--- src/hdl/base58_encoder_macros.svh ---
// Assertion macros used by the base58 encoder.
`ifndef BASE58_ENCODER_MACROS_SVH
`define BASE58_ENCODER_MACROS_SVH
`ifndef NO_ASSERTIONS
`define B58_ASSERT_IMP(label, clk, rst, ante, cons) \
   label: assert property (@(posedge clk) disable iff (rst) (ante) |-> (cons)) \
      else $error("base58 encoder: same-cycle check failed");
`define B58_ASSERT_NEXT(label, clk, rst, ante, cons) \
   label: assert property (@(posedge clk) disable iff (rst) (ante) |=> (cons)) \
      else $error("base58 encoder: next-cycle check failed");
`else
`define B58_ASSERT_IMP(label, clk, rst, ante, cons)
`define B58_ASSERT_NEXT(label, clk, rst, ante, cons)
`endif
`endif

--- src/hdl/b58enc_pkg.sv ---
package b58enc_pkg;

   localparam int MAX_BYTES   = 32;
   localparam int MAX_RESULTS = 45;
   localparam int DIGITS      = MAX_BYTES * 138 / 100 + 1;
   localparam int ADDR_W      = $clog2(DIGITS);
   localparam int USED_W      = $clog2(DIGITS + 1);
   localparam int BCNT_W      = $clog2(MAX_BYTES + 1);
   localparam int RCNT_W      = $clog2(MAX_RESULTS + 1);
   localparam int DIGIT_W     = 6;
   localparam int RADIX       = 58;
   localparam int RECIP       = 18079;
   localparam int RECIP_SHIFT = 20;
   localparam logic [7:0] CHAR_ONE = 8'h31;

   typedef enum logic [2:0] {
      ST_IDLE,
      ST_ABSORB,
      ST_SCAN_REQ,
      ST_SCAN_CHK,
      ST_EMIT_ONES,
      ST_EMIT_REQ,
      ST_EMIT_WAIT
   } state_type;

   function automatic logic [7:0] b58_char(input logic [DIGIT_W-1:0] digit);
      logic [7:0] c;
      case (digit) inside
         [6'd0 : 6'd8]   : c = 8'h31 + {2'b00, digit};
         [6'd9 : 6'd16]  : c = 8'h41 + {2'b00, digit - 6'd9};
         [6'd17 : 6'd21] : c = 8'h4A + {2'b00, digit - 6'd17};
         [6'd22 : 6'd32] : c = 8'h50 + {2'b00, digit - 6'd22};
         [6'd33 : 6'd43] : c = 8'h61 + {2'b00, digit - 6'd33};
         [6'd44 : 6'd57] : c = 8'h6D + {2'b00, digit - 6'd44};
         default         : c = CHAR_ONE;
      endcase
      return c;
   endfunction

endpackage

--- src/hdl/b58enc_ram.sv ---
module b58enc_ram #(
   parameter int WIDTH = 6,
   parameter int DEPTH = 45
) (
   input  logic                     clock,
   input  logic                     wr_en,
   input  logic [$clog2(DEPTH)-1:0] wr_addr,
   input  logic [WIDTH-1:0]         wr_data,
   input  logic                     rd_en,
   input  logic [$clog2(DEPTH)-1:0] rd_addr,
   output logic [WIDTH-1:0]         rd_data
);

   logic [WIDTH-1:0] mem_ff [DEPTH];
   logic [WIDTH-1:0] rd_data_ff;

   always_ff @(posedge clock) begin
      if (wr_en) begin
         mem_ff[wr_addr] <= wr_data;
      end
      if (rd_en) begin
         rd_data_ff <= mem_ff[rd_addr];
      end
   end

   assign rd_data = rd_data_ff;

endmodule

--- src/hdl/base58_encoder.sv ---
// Base58 encoder with the Bitcoin alphabet.
// The request channel carries one message byte per transaction, with
// req_last_byte high on the final byte. The response channel carries one
// ASCII character per transaction, leftmost first, with rsp_last_char high
// on the final character and rsp_overflow high if the message was too long.
// Leading zero bytes, and bytes beyond the size limit, are taken in the idle state.
// Any other byte then passes through the absorb state, where the shared
// divide-by-58 unit walks through the digits, at most 45, one digit per cycle.
// After the last byte, the top of the digit memory is scanned down to the
// highest nonzero digit, then each '1' is loaded directly and each further
// character first needs a read of the digit memory.
// Reset empties the message and the response register; no clearing pass is
// needed, as a fill mark shows which digits hold data.
// A stalled receiver holds the character in the output register and pauses
// the emission; the next message may start while the final character waits.
`include "base58_encoder_macros.svh"

module base58_encoder (
   input  logic       clock,
   input  logic       reset,
   input  logic       req_valid,
   output logic       req_ready,
   input  logic [7:0] req_data_byte,
   input  logic       req_last_byte,
   output logic       rsp_valid,
   input  logic       rsp_ready,
   output logic [7:0] rsp_out_char,
   output logic       rsp_last_char,
   output logic       rsp_overflow
);

   import b58enc_pkg::*;

   state_type         state_ff, state_in;
   logic [ADDR_W-1:0] ptr_ff, ptr_in;
   logic [7:0]        carry_ff, carry_in;
   logic [USED_W-1:0] used_ff, used_in;
   logic [BCNT_W-1:0] lz_ff, lz_in;
   logic              in_lz_ff, in_lz_in;
   logic [BCNT_W-1:0] bcnt_ff, bcnt_in;
   logic              ovf_ff, ovf_in;
   logic              msg_last_ff, msg_last_in;
   logic              has_dig_ff, has_dig_in;
   logic [RCNT_W-1:0] cnt_ff, cnt_in;
   logic              rsp_valid_ff, rsp_valid_in;
   logic [7:0]        rsp_char_ff, rsp_char_in;
   logic              rsp_last_ff, rsp_last_in;
   logic              rsp_ovf_ff, rsp_ovf_in;

   logic               accept, slot_free, load, load_last;
   logic               wr_en, rd_en;
   logic [ADDR_W-1:0]  rd_addr;
   logic [DIGIT_W-1:0] rd_digit, digit_val, rem;
   logic [USED_W-1:0]  ptr_ext, ptr_nx_ext;
   logic [13:0]        sum, rem_wide;
   logic [28:0]        prod;
   logic [7:0]         quot;
   logic               more_digits, at_limit;

   b58enc_ram #(
      .WIDTH(DIGIT_W),
      .DEPTH(DIGITS)
   ) u_digits (
      .clock  (clock),
      .wr_en  (wr_en),
      .wr_addr(ptr_ff),
      .wr_data(rem),
      .rd_en  (rd_en),
      .rd_addr(rd_addr),
      .rd_data(rd_digit)
   );

   assign req_ready = (state_ff == ST_IDLE);
   assign accept    = req_valid && req_ready;
   assign slot_free = !rsp_valid_ff || rsp_ready;

   assign ptr_ext     = USED_W'(ptr_ff);
   assign ptr_nx_ext  = ptr_ext + 1'b1;
   assign digit_val   = (ptr_ext < used_ff) ? rd_digit : '0;
   assign sum         = {digit_val, carry_ff};
   assign prod        = 29'(sum) * 29'(RECIP);
   assign quot        = prod[RECIP_SHIFT +: 8];
   assign rem_wide    = sum - 14'(quot) * 14'(RADIX);
   assign rem         = rem_wide[DIGIT_W-1:0];
   assign more_digits = (ptr_nx_ext < USED_W'(DIGITS)) &&
                        ((ptr_nx_ext < used_ff) || (quot != 8'd0));
   assign at_limit    = (RCNT_W'(cnt_ff + 1'b1) == RCNT_W'(MAX_RESULTS));

   always_ff @(posedge clock) begin
      if (reset) begin
         state_ff     <= ST_IDLE;
         used_ff      <= '0;
         lz_ff        <= '0;
         in_lz_ff     <= 1'b1;
         bcnt_ff      <= '0;
         ovf_ff       <= 1'b0;
         cnt_ff       <= '0;
         rsp_valid_ff <= 1'b0;
      end else begin
         state_ff     <= state_in;
         used_ff      <= used_in;
         lz_ff        <= lz_in;
         in_lz_ff     <= in_lz_in;
         bcnt_ff      <= bcnt_in;
         ovf_ff       <= ovf_in;
         cnt_ff       <= cnt_in;
         rsp_valid_ff <= rsp_valid_in;
      end
      ptr_ff      <= ptr_in;
      carry_ff    <= carry_in;
      msg_last_ff <= msg_last_in;
      has_dig_ff  <= has_dig_in;
      rsp_char_ff <= rsp_char_in;
      rsp_last_ff <= rsp_last_in;
      rsp_ovf_ff  <= rsp_ovf_in;
   end

   always_comb begin
      state_in    = state_ff;
      ptr_in      = ptr_ff;
      carry_in    = carry_ff;
      used_in     = used_ff;
      lz_in       = lz_ff;
      in_lz_in    = in_lz_ff;
      bcnt_in     = bcnt_ff;
      ovf_in      = ovf_ff;
      msg_last_in = msg_last_ff;
      has_dig_in  = has_dig_ff;
      cnt_in      = cnt_ff;
      rsp_char_in = rsp_char_ff;
      rsp_last_in = rsp_last_ff;
      rsp_ovf_in  = rsp_ovf_ff;
      wr_en       = 1'b0;
      rd_en       = 1'b0;
      rd_addr     = ptr_ff;
      load        = 1'b0;
      load_last   = 1'b0;

      case (state_ff)
         ST_IDLE: begin
            if (accept) begin
               msg_last_in = req_last_byte;
               if (bcnt_ff < BCNT_W'(MAX_BYTES)) begin
                  bcnt_in = bcnt_ff + 1'b1;
                  if (in_lz_ff && (req_data_byte == 8'd0)) begin
                     lz_in = lz_ff + 1'b1;
                  end else begin
                     in_lz_in = 1'b0;
                     carry_in = req_data_byte;
                     ptr_in   = '0;
                     rd_en    = 1'b1;
                     rd_addr  = '0;
                     state_in = ST_ABSORB;
                  end
               end else begin
                  ovf_in = 1'b1;
               end
               if (req_last_byte && (state_in == ST_IDLE)) begin
                  if (used_ff == '0) begin
                     has_dig_in = 1'b0;
                     state_in   = ST_EMIT_ONES;
                  end else begin
                     ptr_in   = ADDR_W'(used_ff - 1'b1);
                     state_in = ST_SCAN_REQ;
                  end
               end
            end
         end
         ST_ABSORB: begin
            wr_en    = 1'b1;
            carry_in = quot;
            if (more_digits) begin
               ptr_in  = ADDR_W'(ptr_nx_ext);
               rd_en   = 1'b1;
               rd_addr = ADDR_W'(ptr_nx_ext);
            end else begin
               used_in  = ptr_nx_ext;
               state_in = msg_last_ff ? ST_SCAN_REQ : ST_IDLE;
            end
         end
         ST_SCAN_REQ: begin
            rd_en    = 1'b1;
            state_in = ST_SCAN_CHK;
         end
         ST_SCAN_CHK: begin
            if (rd_digit != '0) begin
               has_dig_in = 1'b1;
               state_in   = (lz_ff != '0) ? ST_EMIT_ONES : ST_EMIT_REQ;
            end else if (ptr_ff == '0) begin
               has_dig_in = 1'b0;
               state_in   = ST_EMIT_ONES;
            end else begin
               ptr_in   = ptr_ff - 1'b1;
               state_in = ST_SCAN_REQ;
            end
         end
         ST_EMIT_ONES: begin
            if (slot_free) begin
               load        = 1'b1;
               load_last   = ((lz_ff == BCNT_W'(1)) && !has_dig_ff) || at_limit;
               rsp_char_in = CHAR_ONE;
               lz_in       = lz_ff - 1'b1;
               if (!load_last && (lz_ff == BCNT_W'(1))) begin
                  state_in = ST_EMIT_REQ;
               end
            end
         end
         ST_EMIT_REQ: begin
            rd_en    = 1'b1;
            state_in = ST_EMIT_WAIT;
         end
         ST_EMIT_WAIT: begin
            if (slot_free) begin
               load        = 1'b1;
               load_last   = (ptr_ff == '0) || at_limit;
               rsp_char_in = b58_char(rd_digit);
               if (!load_last) begin
                  ptr_in   = ptr_ff - 1'b1;
                  state_in = ST_EMIT_REQ;
               end
            end
         end
         default: begin
            state_in = ST_IDLE;
         end
      endcase

      if (load) begin
         cnt_in      = cnt_ff + 1'b1;
         rsp_last_in = load_last;
         rsp_ovf_in  = ovf_ff;
      end

      if (load && load_last) begin
         used_in  = '0;
         lz_in    = '0;
         in_lz_in = 1'b1;
         bcnt_in  = '0;
         ovf_in   = 1'b0;
         cnt_in   = '0;
         state_in = ST_IDLE;
      end

      rsp_valid_in = load || (rsp_valid_ff && !rsp_ready);
   end

   assign rsp_valid     = rsp_valid_ff;
   assign rsp_out_char  = rsp_char_ff;
   assign rsp_last_char = rsp_last_ff;
   assign rsp_overflow  = rsp_ovf_ff;

   `B58_ASSERT_IMP(a_used_bound, clock, reset, 1'b1, used_ff <= USED_W'(DIGITS))
   `B58_ASSERT_IMP(a_count_bound, clock, reset, 1'b1, cnt_ff < RCNT_W'(MAX_RESULTS))
   `B58_ASSERT_IMP(a_emit_in_range, clock, reset, state_ff == ST_EMIT_WAIT, ptr_ext < used_ff)
   `B58_ASSERT_NEXT(a_final_char_idle, clock, reset, load && load_last, state_ff == ST_IDLE && rsp_valid_ff && rsp_last_ff)
   `B58_ASSERT_NEXT(a_stall_holds, clock, reset, rsp_valid_ff && !rsp_ready, rsp_valid_ff && $stable(rsp_char_ff))

endmodule

--- config.mk ---
export PLATFORM = sky130hd
export DESIGN_NAME = base58_encoder
export DESIGN_NICKNAME = d
export VERILOG_FILES = /design/src/hdl/b58enc_pkg.sv /design/src/hdl/b58enc_ram.sv /design/src/hdl/base58_encoder.sv
export VERILOG_INCLUDE_DIRS = /design/src /design/src/hdl
export SDC_FILE = /design/constraint.sdc
export NUM_CORES = 1
export LEC_CHECK = 0
export BUFFER_PORTS_ARGS = -buffer_cell sky130_fd_sc_hd__buf_2
export CELL_PAD_IN_SITES_DETAIL_PLACEMENT = 2
export CELL_PAD_IN_SITES_GLOBAL_PLACEMENT = 2
export CORE_MARGIN = 2
export CORE_UTILIZATION = 45
export DETAILED_ROUTE_END_ITERATION = 6
export GPL_ROUTABILITY_DRIVEN = 0
export PLACE_DENSITY = 0.9
export RECOVER_POWER = 100
export SYNTH_ARGS = -nofsm -noshare
export SYNTH_HDL_FRONTEND = slang
export SYNTH_SLANG_ARGS = --single-unit
--- constraint.sdc ---
create_clock -name clock -period 27.5 [get_ports clock]
set_input_delay 5.5 -clock clock [delete_from_list [all_inputs] [get_ports clock]]
set_output_delay 5.5 -clock clock [all_outputs]
set_load 0.03 [all_outputs]
Word level (Yosys, flattened, before mapping)
Memory sizes are Yosys's and may differ from the RTL's. A register that Yosys moved wholly into a read port is not among the register bits.
Cells that the tools add are included.
{ "classes": {"addsub": 19, "n_mul": 2, "magnitude_cmp": 16, "n_eq_ne": 22, "mux": 68, "bitwise_logic": 3, "reduce_logical": 50} }
{ "ops": {"columns": ["op", "count"], "rows": [
  ["$mux W6", 16],
  ["$mux W8", 11],
  ["$mux W3", 14],
  ["$add A7 B6 Y8 const A", 5],
  ["$pmux W8 S2", 2],
  ["$mul A14 B15 Y28 const B", 1],
  ["$add A6 B1 Y6 const B", 4],
  ["$pmux W6 S2", 2],
  ["$pmux W6 S4", 1],
  ["$pmux W3 S7", 1],
  ["$le A6 B6 Y1 const B", 3],
  ["$sub A6 B1 Y6 const B", 3],
  ["$mux W1", 17],
  ["$ne A2 B2 Y1 const B", 8],
  ["$logic_and A1 B1 Y1", 14],
  ["$ge A6 B5 Y1 const B", 2],
  ["$ge A6 B6 Y1 const B", 2],
  ["$le A6 B5 Y1 const B", 2],
  ["$logic_not A6 Y1", 2],
  ["$lt A6 B6 Y1", 2],
  ["$lt A6 B6 Y1 const B", 2],
  ["$reduce_and A6 Y1", 2],
  ["$reduce_bool A6 Y1", 2],
  ["$sub A6 B5 Y6 const B", 2],
  ["31 further kinds", 60]
]} }
{ "word_totals": {"register_bits": 56, "mem_bits_rw": 270, "in_bits": 13, "output_inout_bits": 12, "wordCells": 196, "memories": 1} }
{ "mem_list": {"columns": ["memory", "words", "word_bits", "rd", "rd_ports_with_merged_regs", "write_ports", "line", "rtl"], "rows": [
  ["u_digits.mem_ff", 45, 6, 1, 1, 1, "b58enc_ram.sv:14", "logic [WIDTH-1:0] mem_ff [DEPTH];"]
]} }

Longest topological paths before layout
Gate-level depths: netlist of run 1.
{ "logic_depth": {"ltp_word": 11, "mapped_depth": 42, "mapped_depth_nobuf": 38} }

By module
Synthesis of run 1 repeated with hierarchy kept, for this count alone.
{ "unflattened": {"hier_cells": 1594, "hier_area_um2": 19658.9} }
{ "modules_own_cells": {"columns": ["mod", "n_inst", "cells_each", "area_per_inst_um2", "seq_area_each_um2"], "rows": [
  ["b58enc_ram", 1, 584, 11038.1, 8287.9],
  ["base58_encoder", 1, 1010, 8620.8, 1381.3]
]} }

Worst setup path before layout of run 1
OpenSTA, ideal clock, no wires.
{ "synth_path": {"path_type": "register to register", "startpoint": "register used_ff[2]", "endpoint": "memory u_digits.mem_ff[0][5], data pin", "setup_ns": 0.460, "arrival_time_ns": 8.979, "required_ns": 27.040, "setup_slack_ns": 18.061, "path_stages_with_launch": 36, "n_path_buf": 0, "period_less_slack_ns": 9.439, "cell_sequence": "dfxtp_1 inv_1 ha_1 a21o_1 a31oi_1 o21ai_1 a21oi_1 nand2_1 ha_1 inv_1 ha_1 a21oi_1 xnor2_1 ha_1 inv_1 fa_1 inv_1 fa_1 fa_1 fa_1 ha_1 a21oi_1 o22ai_1 o31a_1 nor2_1 nand2_1 xnor2_1 ha_1 ha_1 ha_1 inv_1 ha_1 a21oi_1 xnor2_1 xnor2_1 xnor2_1"} }
{ "synth_between": {"elab_chain_len": 5} }
{ "synth_rtl": {"columns": ["element", "line", "rtl"], "rows": [
  ["start: declaration", "base58_encoder.sv:37", "logic [USED_W-1:0] used_ff, used_in;"],
  ["start signal: assignment", "base58_encoder.sv:101", "used_ff <= used_in;"],
  ["$lt A6 B6 Y1", "base58_encoder.sv:79", "assign digit_val = (ptr_ext < used_ff) ? rd_digit : '0;"],
  ["$mux W6", "base58_encoder.sv:79", null],
  ["$mul A14 B15 Y28", "base58_encoder.sv:81", "assign prod = 29'(sum) * 29'(RECIP);"],
  ["$mul A8 B5 Y5", "base58_encoder.sv:83", "assign rem_wide = sum - 14'(quot) * 14'(RADIX);"],
  ["$sub A6 B6 Y6", "base58_encoder.sv:83", null],
  ["via rem_wide[5]", "base58_encoder.sv:55", "logic [13:0] sum, rem_wide;"],
  ["end: declaration", "b58enc_ram.sv:14", null]
]} }
The timed path passes the listed nets, and every way through them passes these cells.

Worst setup path after layout of run 1
{ "layout_path": {"startpoint": "register ptr_ff[2], in the netlist ptr_ext[2]", "endpoint": "register u_digits.rd_data_ff[4], in the netlist u_digits.rd_data[4] (read register of u_digits.mem_ff), data pin"} }
{ "layout_between": {"elab_chain_len": 8, "elab_cells_between_ends": 16, "cone_classes": "1 x add/sub; 1 x mul; 3 x order compare; 8 x mux; 3 x reduce/logical"} }
{ "layout_rtl": {"columns": ["element", "line", "rtl"], "rows": [
  ["start: declaration", "base58_encoder.sv:35", "logic [ADDR_W-1:0] ptr_ff, ptr_in;"],
  ["start signal: assignment", "base58_encoder.sv:109", "ptr_ff <= ptr_in;"],
  ["$lt A6 B6 Y1", "base58_encoder.sv:79", null],
  ["$mux W6", "base58_encoder.sv:79", null],
  ["$mul A14 B15 Y28", "base58_encoder.sv:81", null],
  ["$reduce_bool A8 Y1", "base58_encoder.sv:86", "((ptr_nx_ext < used_ff) || (quot != 8'd0));"],
  ["$logic_or A1 B1 Y1", "base58_encoder.sv:86", null],
  ["$logic_and A1 B1 Y1", "base58_encoder.sv:85", "assign more_digits = (ptr_nx_ext < USED_W'(DIGITS)) &&"],
  ["$mux W1 or $mux W6 (tied branches)", null, null],
  ["$pmux W1 S3 or $pmux W6 S2 (tied branches)", "base58_encoder.sv:139", "case (state_ff)"],
  ["end: declaration", "b58enc_ram.sv:15", "logic [WIDTH-1:0] rd_data_ff;"]
]} }
Several ways; a longest one is shown, not always the timed one.
A chain may end at the register's enable or synchronous reset.

==> results of run 1 <==
==> worst max-delay path: cells and delay by family (launching register included) <==
kind,cells,cell delay [ns]
buf+inv,5,5.65
flops,1,0.74
fa+ha+maj,10,4.10
simple gates,6,1.61
compound gates,11,2.92
xor+xnor,2,0.42
mux,2,1.27
==> sequential cells by signal, summed over array words and instances (netlist names) <==
| signal | cells |
|---|---|
| bcnt_ff | 6 |
| carry_ff | 8 |
| cnt_ff | 6 |
| has_dig_ff | 1 |
| in_lz_ff | 1 |
| lz_ff | 6 |
| msg_last_ff | 1 |
| ovf_ff | 1 |
| ptr_ext | 6 |
| rsp_last_char | 1 |
| rsp_out_char | 8 |
| rsp_overflow | 1 |
| rsp_valid | 1 |
| state_ff | 3 |
| u_digits.mem_ff | 270 |
| u_digits.rd_data | 6 |
| used_ff | 6 |
==> stage by stage <==
stage	area (sq um)	utilization (%)	setup slack, ns
2_1_floorplan	19800	-	18.06
3_3_place_gp	20500	47.4	16.32
3_5_place_dp	20500	47.4	15.31
4_1_cts	21800	50.3	15.10
5_1_grt	21700	50.1	9.57
6_report	21700	50.1	10.39
==> logic make-up (layout without fill, tap and decap cells) <==
kind of cell | Yosys count | in the layout | synth area share [%]
fa+ha+maj | 220 | 220 | 16.1
buf+inv | 217 | 268 | 4.55
flops | 332 | 332 | 48.8
simple gates | 369 | 369 | 8.51
xor+xnor | 59 | 59 | 2.61
other cells | 0 | 1 | 0
mux | 176 | 176 | 8.95
compound gates | 307 | 307 | 10.5
==> path summary, 6_finish.rpt <==
| check | startpoint | end | slack, ns |
|---|---|---|---|
| setup / recovery | ptr_ext[2]$_DFFE_PP_ | u_digits.rd_data[4]$_DFFE_PP_ | 10.39 |
| hold reg to reg | ovf_ff$_SDFFE_PP0P_ | rsp_overflow$_DFFE_PP_ | 0.53 |
| setup reg to reg | ptr_ext[2]$_DFFE_PP_ | u_digits.rd_data[4]$_DFFE_PP_ | 10.39 |
| hold / removal | ovf_ff$_SDFFE_PP0P_ | rsp_overflow$_DFFE_PP_ | 0.53 |
==> cell type report <==
| class | instances | area, sq um | share of cell area [%] |
|---|---|---|---|
| Antenna cell | 1 | 2.50 | 0.0115 |
| Clock buffer | 46 | 1010 | 4.67 |
| Sequential cell | 332 | 9670 | 44.6 |
| Clock inverter | 22 | 234 | 1.08 |
| Multi-Input combinational cell | 1131 | 9260 | 42.7 |
| Timing Repair Buffer | 39 | 176 | 0.813 |
| Inverter | 161 | 604 | 2.79 |
| Tap cell | 585 | 732 | 3.37 |
==> metal layers <==
layer	vias up	track usage (%)	routed length [um]
met5	-	0	29
met3	255	5.48	4300
li1	6161	-	-
met2	657	58.4	37000
met1	7421	37.0	26400
met4	4	15.7	3690
==> layout by cell type (no fill, tap or decap), types with 5 or more instances in the layout <==
| master | n |
|---|---|
| a211oi_1 | 13 |
| a221oi_1 | 5 |
| nand2b_1 | 13 |
| dfxtp_1 | 30 |
| a21boi_0 | 11 |
| buf_2 | 9 |
| xor2_1 | 14 |
| o21ai_0 | 57 |
| a211o_1 | 6 |
| o211ai_1 | 14 |
| buf_4 | 5 |
| nand4_1 | 12 |
| nor3_1 | 22 |
| nor4_1 | 5 |
| clkbuf_1 | 31 |
| nand2_1 | 97 |
| clkbuf_16 | 39 |
| and3_1 | 7 |
| nor2_1 | 146 |
| fa_1 | 59 |
| or2_2 | 6 |
| a21oi_1 | 71 |
| inv_1 | 161 |
| o22ai_1 | 7 |
| a21o_1 | 17 |
| nand3_1 | 27 |
| mux2_2 | 9 |
| o2111ai_1 | 6 |
| a31oi_1 | 23 |
| xnor2_1 | 42 |
| clkinv_1 | 7 |
| clkinv_2 | 7 |
| edfxtp_1 | 302 |
| a22oi_1 | 35 |
| mux2i_1 | 166 |
| ha_1 | 161 |
| and2_1 | 9 |
==> impl_metrics.csv, run 1 <==
group,metric,value,unit
grt,track_usage,32.3,%
yosys,synth-edff-count,302,
critical_path,path_common_cell,"ha_1",
sta,tightest_slew,4.18,ns
sta,fin_crit_sh,62.2,%
sta,setup-tns-final,0,ns
yosys,synth_most_common_cell,"edfxtp_1",
grt,grt_max_degree,59,
routing,drc_errors,0,
yosys,yosys.area.top_type_share,45.8,%
layout,final_cells,2317,
floorplan,die_x,214,um
sta,setup_viol,0,
cts,cts_max_level,2,
routing,drt_pre_antenna_iters,6,
sta,slew_headroom,-178,%
yosys,yosysSeqAreaShare,48.8,%
yosys,synth-async-reset-ratio,0,%
cts,cts_buffer_depth,3,
routing,viasPerCell,6.26,
critical_path,reg2regPathDepth,36,
critical_path,path_class,"flip-flop to flip-flop",
place,post-dp-hpwl,47.6,mm
yosys,post_synth.cell_area_avg,11.8,sq um
critical_path,crit_arrival,17.43,ns
sta,skew,0.0461,ns
floorplan,io_pins,25,
critical_path,critPathSlowestCell,"clkbuf_1",
cts,hold_buffers,0,
cts,tritoncts,"yes",
yosys,synth_warnings,0,
yosys,ys_types,77,
grt,grt_pass1_vias,16639,
routing,postRouteAntennaNets,0,
routing,drt_wl_total,71.5,mm
yosys,yosys.area.top_type,"edfxtp_1",
sta,fin_crit,17.11,ns
sta,rsz0062_at_grt,"false",
floorplan,fp-row-count,76,
floorplan,initial_core_util,45.8,%
sta,hold_ws,0.528,ns
critical_path,slowest_delay,3.07,ns
floorplan,dieArea,45700,sq um
routing,drt_iter0_drc,1211,
routing,avgRoutedWirePerCell,30.9,um
cts,cts.sinks,332,
layout,n_fill_cell,4205,
yosys,syn_inst,1680,
outcome,status,"complete, but fails checks",
critical_path,worst-endpoint-required,27.82,ns
yosys,synthTopCellsByArea,"edfxtp_1 (46%), ha_1 (10%), mux2i_1 (8.4%), fa_1 (6.0%), inv_1 (3.0%)",
layout,syn_to_final_growth,9.45,%
yosys,synth_fp_nets,1913,
grt,antenna_found_initial,3,
cts,cts_setup_buffers,0,
critical_path,worst-path-max-fanout,58,
cts,cts_root_buf,"clkbuf_16",
outcome,violations,"capacitance limit, slew limit",
flow_run,drv_cap,9,
place,post-place-cells,2248,
cts,post_cts_resized,0,
sta,hold_viol,0,
cts,worstSkewPairLatency,0.58,ns
grt,grt_pass1_wl,108,mm
min_path,hold_depth,0,
floorplan,dieHeight,214,um
place,port_buffers,24,
floorplan,fp.coreArea,43300,sq um
layout,nets,1936,
cts,clk_pin_slew,0.07,ns
sta,slew_violations,416,
layout,drive_gt1_share,5.49,%
critical_path,crit_path_start_kind,"flip-flop",
grt,grt-ovfl-total,0,
routing,num_vias,14498,
yosys,syn_area,19800,sq um
yosys,synthFlopType,"edfxtp_1",
min_path,hold_path.class,"flip-flop to flip-flop",
critical_path,crit_path_end_kind,"flip-flop",
sta,max_freq,58.4,MHz
yosys,ys_ff_latch,332,
cts,numCtsBuffers,38,
yosys,ys_top_cells_by_count,"edfxtp_1 (302), mux2i_1 (166), ha_1 (161), inv_1 (161), nor2_1 (146)",
Power of run 1 is left out: the tool's default activity adds up to more than one toggle a clock period on the data nets, which glitch-free logic cannot reach.
==> inputs of run 2 (changes only) <==
CORE_UTILIZATION = 40   (was 45)
PLACE_DENSITY = 0.85   (was 0.9)
clock period = 14.1 ns   (was 27.5 ns; I/O delays follow)
==> run 2 against run 1 <==
Net effect:
- the flow still finishes with violations (capacitance limit, slew limit)
- maximum frequency increased by 39%
- register-to-register slack got worse by 8.6 ns
- non-clock buffer count increased by 5
- global-route usage decreased by 7.8 points
- worst hold slack got worse by 0.075 ns
- flip-flop and latch count unchanged
- via count decreased by 4.9%
- sequential share of layout area decreased by 0.25 points
- first-iteration DRC count decreased by 27%
- setup slack got worse by 8.6 ns
- final cell count increased by 3.5%
- highest routed layer unchanged
==> impl_metrics.csv, run 2 (synthesis gave the netlist of run 1 again) <==
group,metric,value,unit
min_path,hold_end,"rsp_overflow$_DFFE_PP_",
routing,drt_pre_antenna_iters,6,
routing,viasPerCell,5.75,
layout,nets,1942,
grt,grt_max_degree,101,
critical_path,path_class,"flip-flop to flip-flop",
critical_path,rr_endpoint,"u_digits.rd_data[3]$_DFFE_PP_",
critical_path,reg2reg_from,"ptr_ext[2]$_DFFE_PP_",
critical_path,crit_arrival,12.59,ns
min_path,hold_path.class,"flip-flop to flip-flop",
sta,slew_headroom,-117,%
cts,tritoncts,"yes",
routing,drt_iter0_drc,890,
layout,register_area,9670,sq um
sta,tightest_slew,3.25,ns
floorplan,dieArea,51300,sq um
sta,fin_crit_sh,87.2,%
sta,setup_viol,0,
cts,post_cts_resized,0,
grt,grt_pass1_vias,15493,
grt,grt-ovfl-total,0,
layout,final_cell_mix,"edfxtp_1 (302), mux2i_1 (166), inv_1 (161), ha_1 (161), nor2_1 (146)",
outcome,violations,"capacitance limit, slew limit",
sta,fin_crit,12.30,ns
layout,syn_to_final_growth,10.1,%
critical_path,worst-endpoint-required,14.39,ns
outcome,status,"complete, but fails checks",
floorplan,dieHeight,227,um
grt,track_usage,24.5,%
place,post-dp-hpwl,44.1,mm
cts,cts_buffer_depth,3,
layout,diodes,0,
critical_path,r2r_setup_slack,1.80,ns
critical_path,crit_path_end_kind,"flip-flop",
layout,regMostFlops,"u_digits.mem_ff",
routing,drt_wl_total,60.8,mm
routing,drc_errors,0,
layout,multi_input_area,9260,sq um
layout,final_common_cell,"edfxtp_1",
critical_path,worst-path-max-fanout,46,
critical_path,slowest_delay,0.83,ns
sta,slew_violations,361,
critical_path,reg2regPathDepth,37,
floorplan,die_x,227,um
place,port_buffers,24,
grt,antenna_found_initial,2,
cts,worstSkewPairLatency,0.57,ns
routing,postRouteAntennaNets,0,
layout,drive_gt1_share,5.88,%
sta,rsz0062_at_grt,"false",
floorplan,fp.coreArea,49000,sq um
floorplan,fp-row-count,81,
flow_run,drv_cap,8,
layout,n_fill_cell,4921,
routing,avgRoutedWirePerCell,25.4,um
routing,num_vias,13785,
sta,max_freq,81.3,MHz
min_path,hold_depth,0,
layout,largest_register_ffs,270,
grt,grt_pass1_wl,94.2,mm
cts,clk_pin_slew,0.06,ns
critical_path,critPathSlowestCell,"clkbuf_2",
cts,cts_root_buf,"clkbuf_16",
cts,cts.sinks,332,
critical_path,crit_path_start_kind,"flip-flop",
cts,cts_max_level,2,
layout,post-route-util,44.6,%
min_path,min-delay-start,"ovf_ff$_SDFFE_PP0P_",
floorplan,initial_core_util,40.5,%
sta,skew,0.0174,ns
cts,cts_setup_buffers,0,
floorplan,io_pins,25,
sta,setup-tns-final,0,ns
critical_path,path_common_cell,"ha_1",
cts,hold_buffers,0,
sta,hold_viol,0,
cts,numCtsBuffers,39,
==> run 2: layout make-up <==
type	instances	area share, %
tap	664	3.81
sequential	332	44.3
inverter	161	2.77
timing repair buffer	44	1.04
clock inverter	24	1.06
clock buffer	43	4.54
multi-input combinational	1131	42.4
==> run 2: through the flow <==
| step | setup WS [ns] | hold slack, ns | cells | cell area, sq um |
|---|---|---|---|---|
| floorplan | 4.66 | 0.409 | 1680 | 19800 |
| global placement | 3.41 | 0.423 | 2332 | 20700 |
| detailed placement | 2.75 | 0.431 | 2332 | 20700 |
| CTS | 2.67 | 0.447 | 2399 | 21900 |
| global route | 1.08 | 0.469 | 2399 | 21800 |
| finish | 1.80 | 0.453 | 2399 | 21800 |
==> run 2: worst max-delay path by stage <==
stage	depth (start not counted)	slack, ns	start	end
after floorplan	35	4.66	used_ff[2]$_SDFFE_PP0P_	u_digits.mem_ff[0][5]$_DFFE_PP_
after global placement	37	3.41	ptr_ext[2]$_DFFE_PP_	u_digits.rd_data[3]$_DFFE_PP_
after detailed placement	37	2.75	ptr_ext[2]$_DFFE_PP_	u_digits.rd_data[3]$_DFFE_PP_
after CTS	37	2.67	ptr_ext[2]$_DFFE_PP_	u_digits.rd_data[3]$_DFFE_PP_
after global routing	38	1.08	ptr_ext[2]$_DFFE_PP_	u_digits.rd_data[3]$_DFFE_PP_
final	37	1.80	ptr_ext[2]$_DFFE_PP_	u_digits.rd_data[3]$_DFFE_PP_
==> run 2: worst max-delay path: cells and delay by family (launching register included) <==
| family | cells | cell delay, ns |
|---|---|---|
| flops | 1 | 0.71 |
| xor+xnor | 2 | 0.38 |
| fa+ha+maj | 10 | 3.93 |
| compound gates | 12 | 2.80 |
| buf+inv | 5 | 1.34 |
| simple gates | 8 | 2.85 |
==> run 2: routing by layer <==
| layer | vias to the layer above | GRT usage (%) | routed length, um |
|---|---|---|---|
| met4 | 4 | 10.3 | 2610 |
| met3 | 156 | 4.76 | 2770 |
| met2 | 321 | 42.5 | 30300 |
| met5 | - | 0 | 24 |
| met1 | 7115 | 29.7 | 25200 |
| li1 | 6189 | - | - |
Power of run 2 is left out for the same reason.
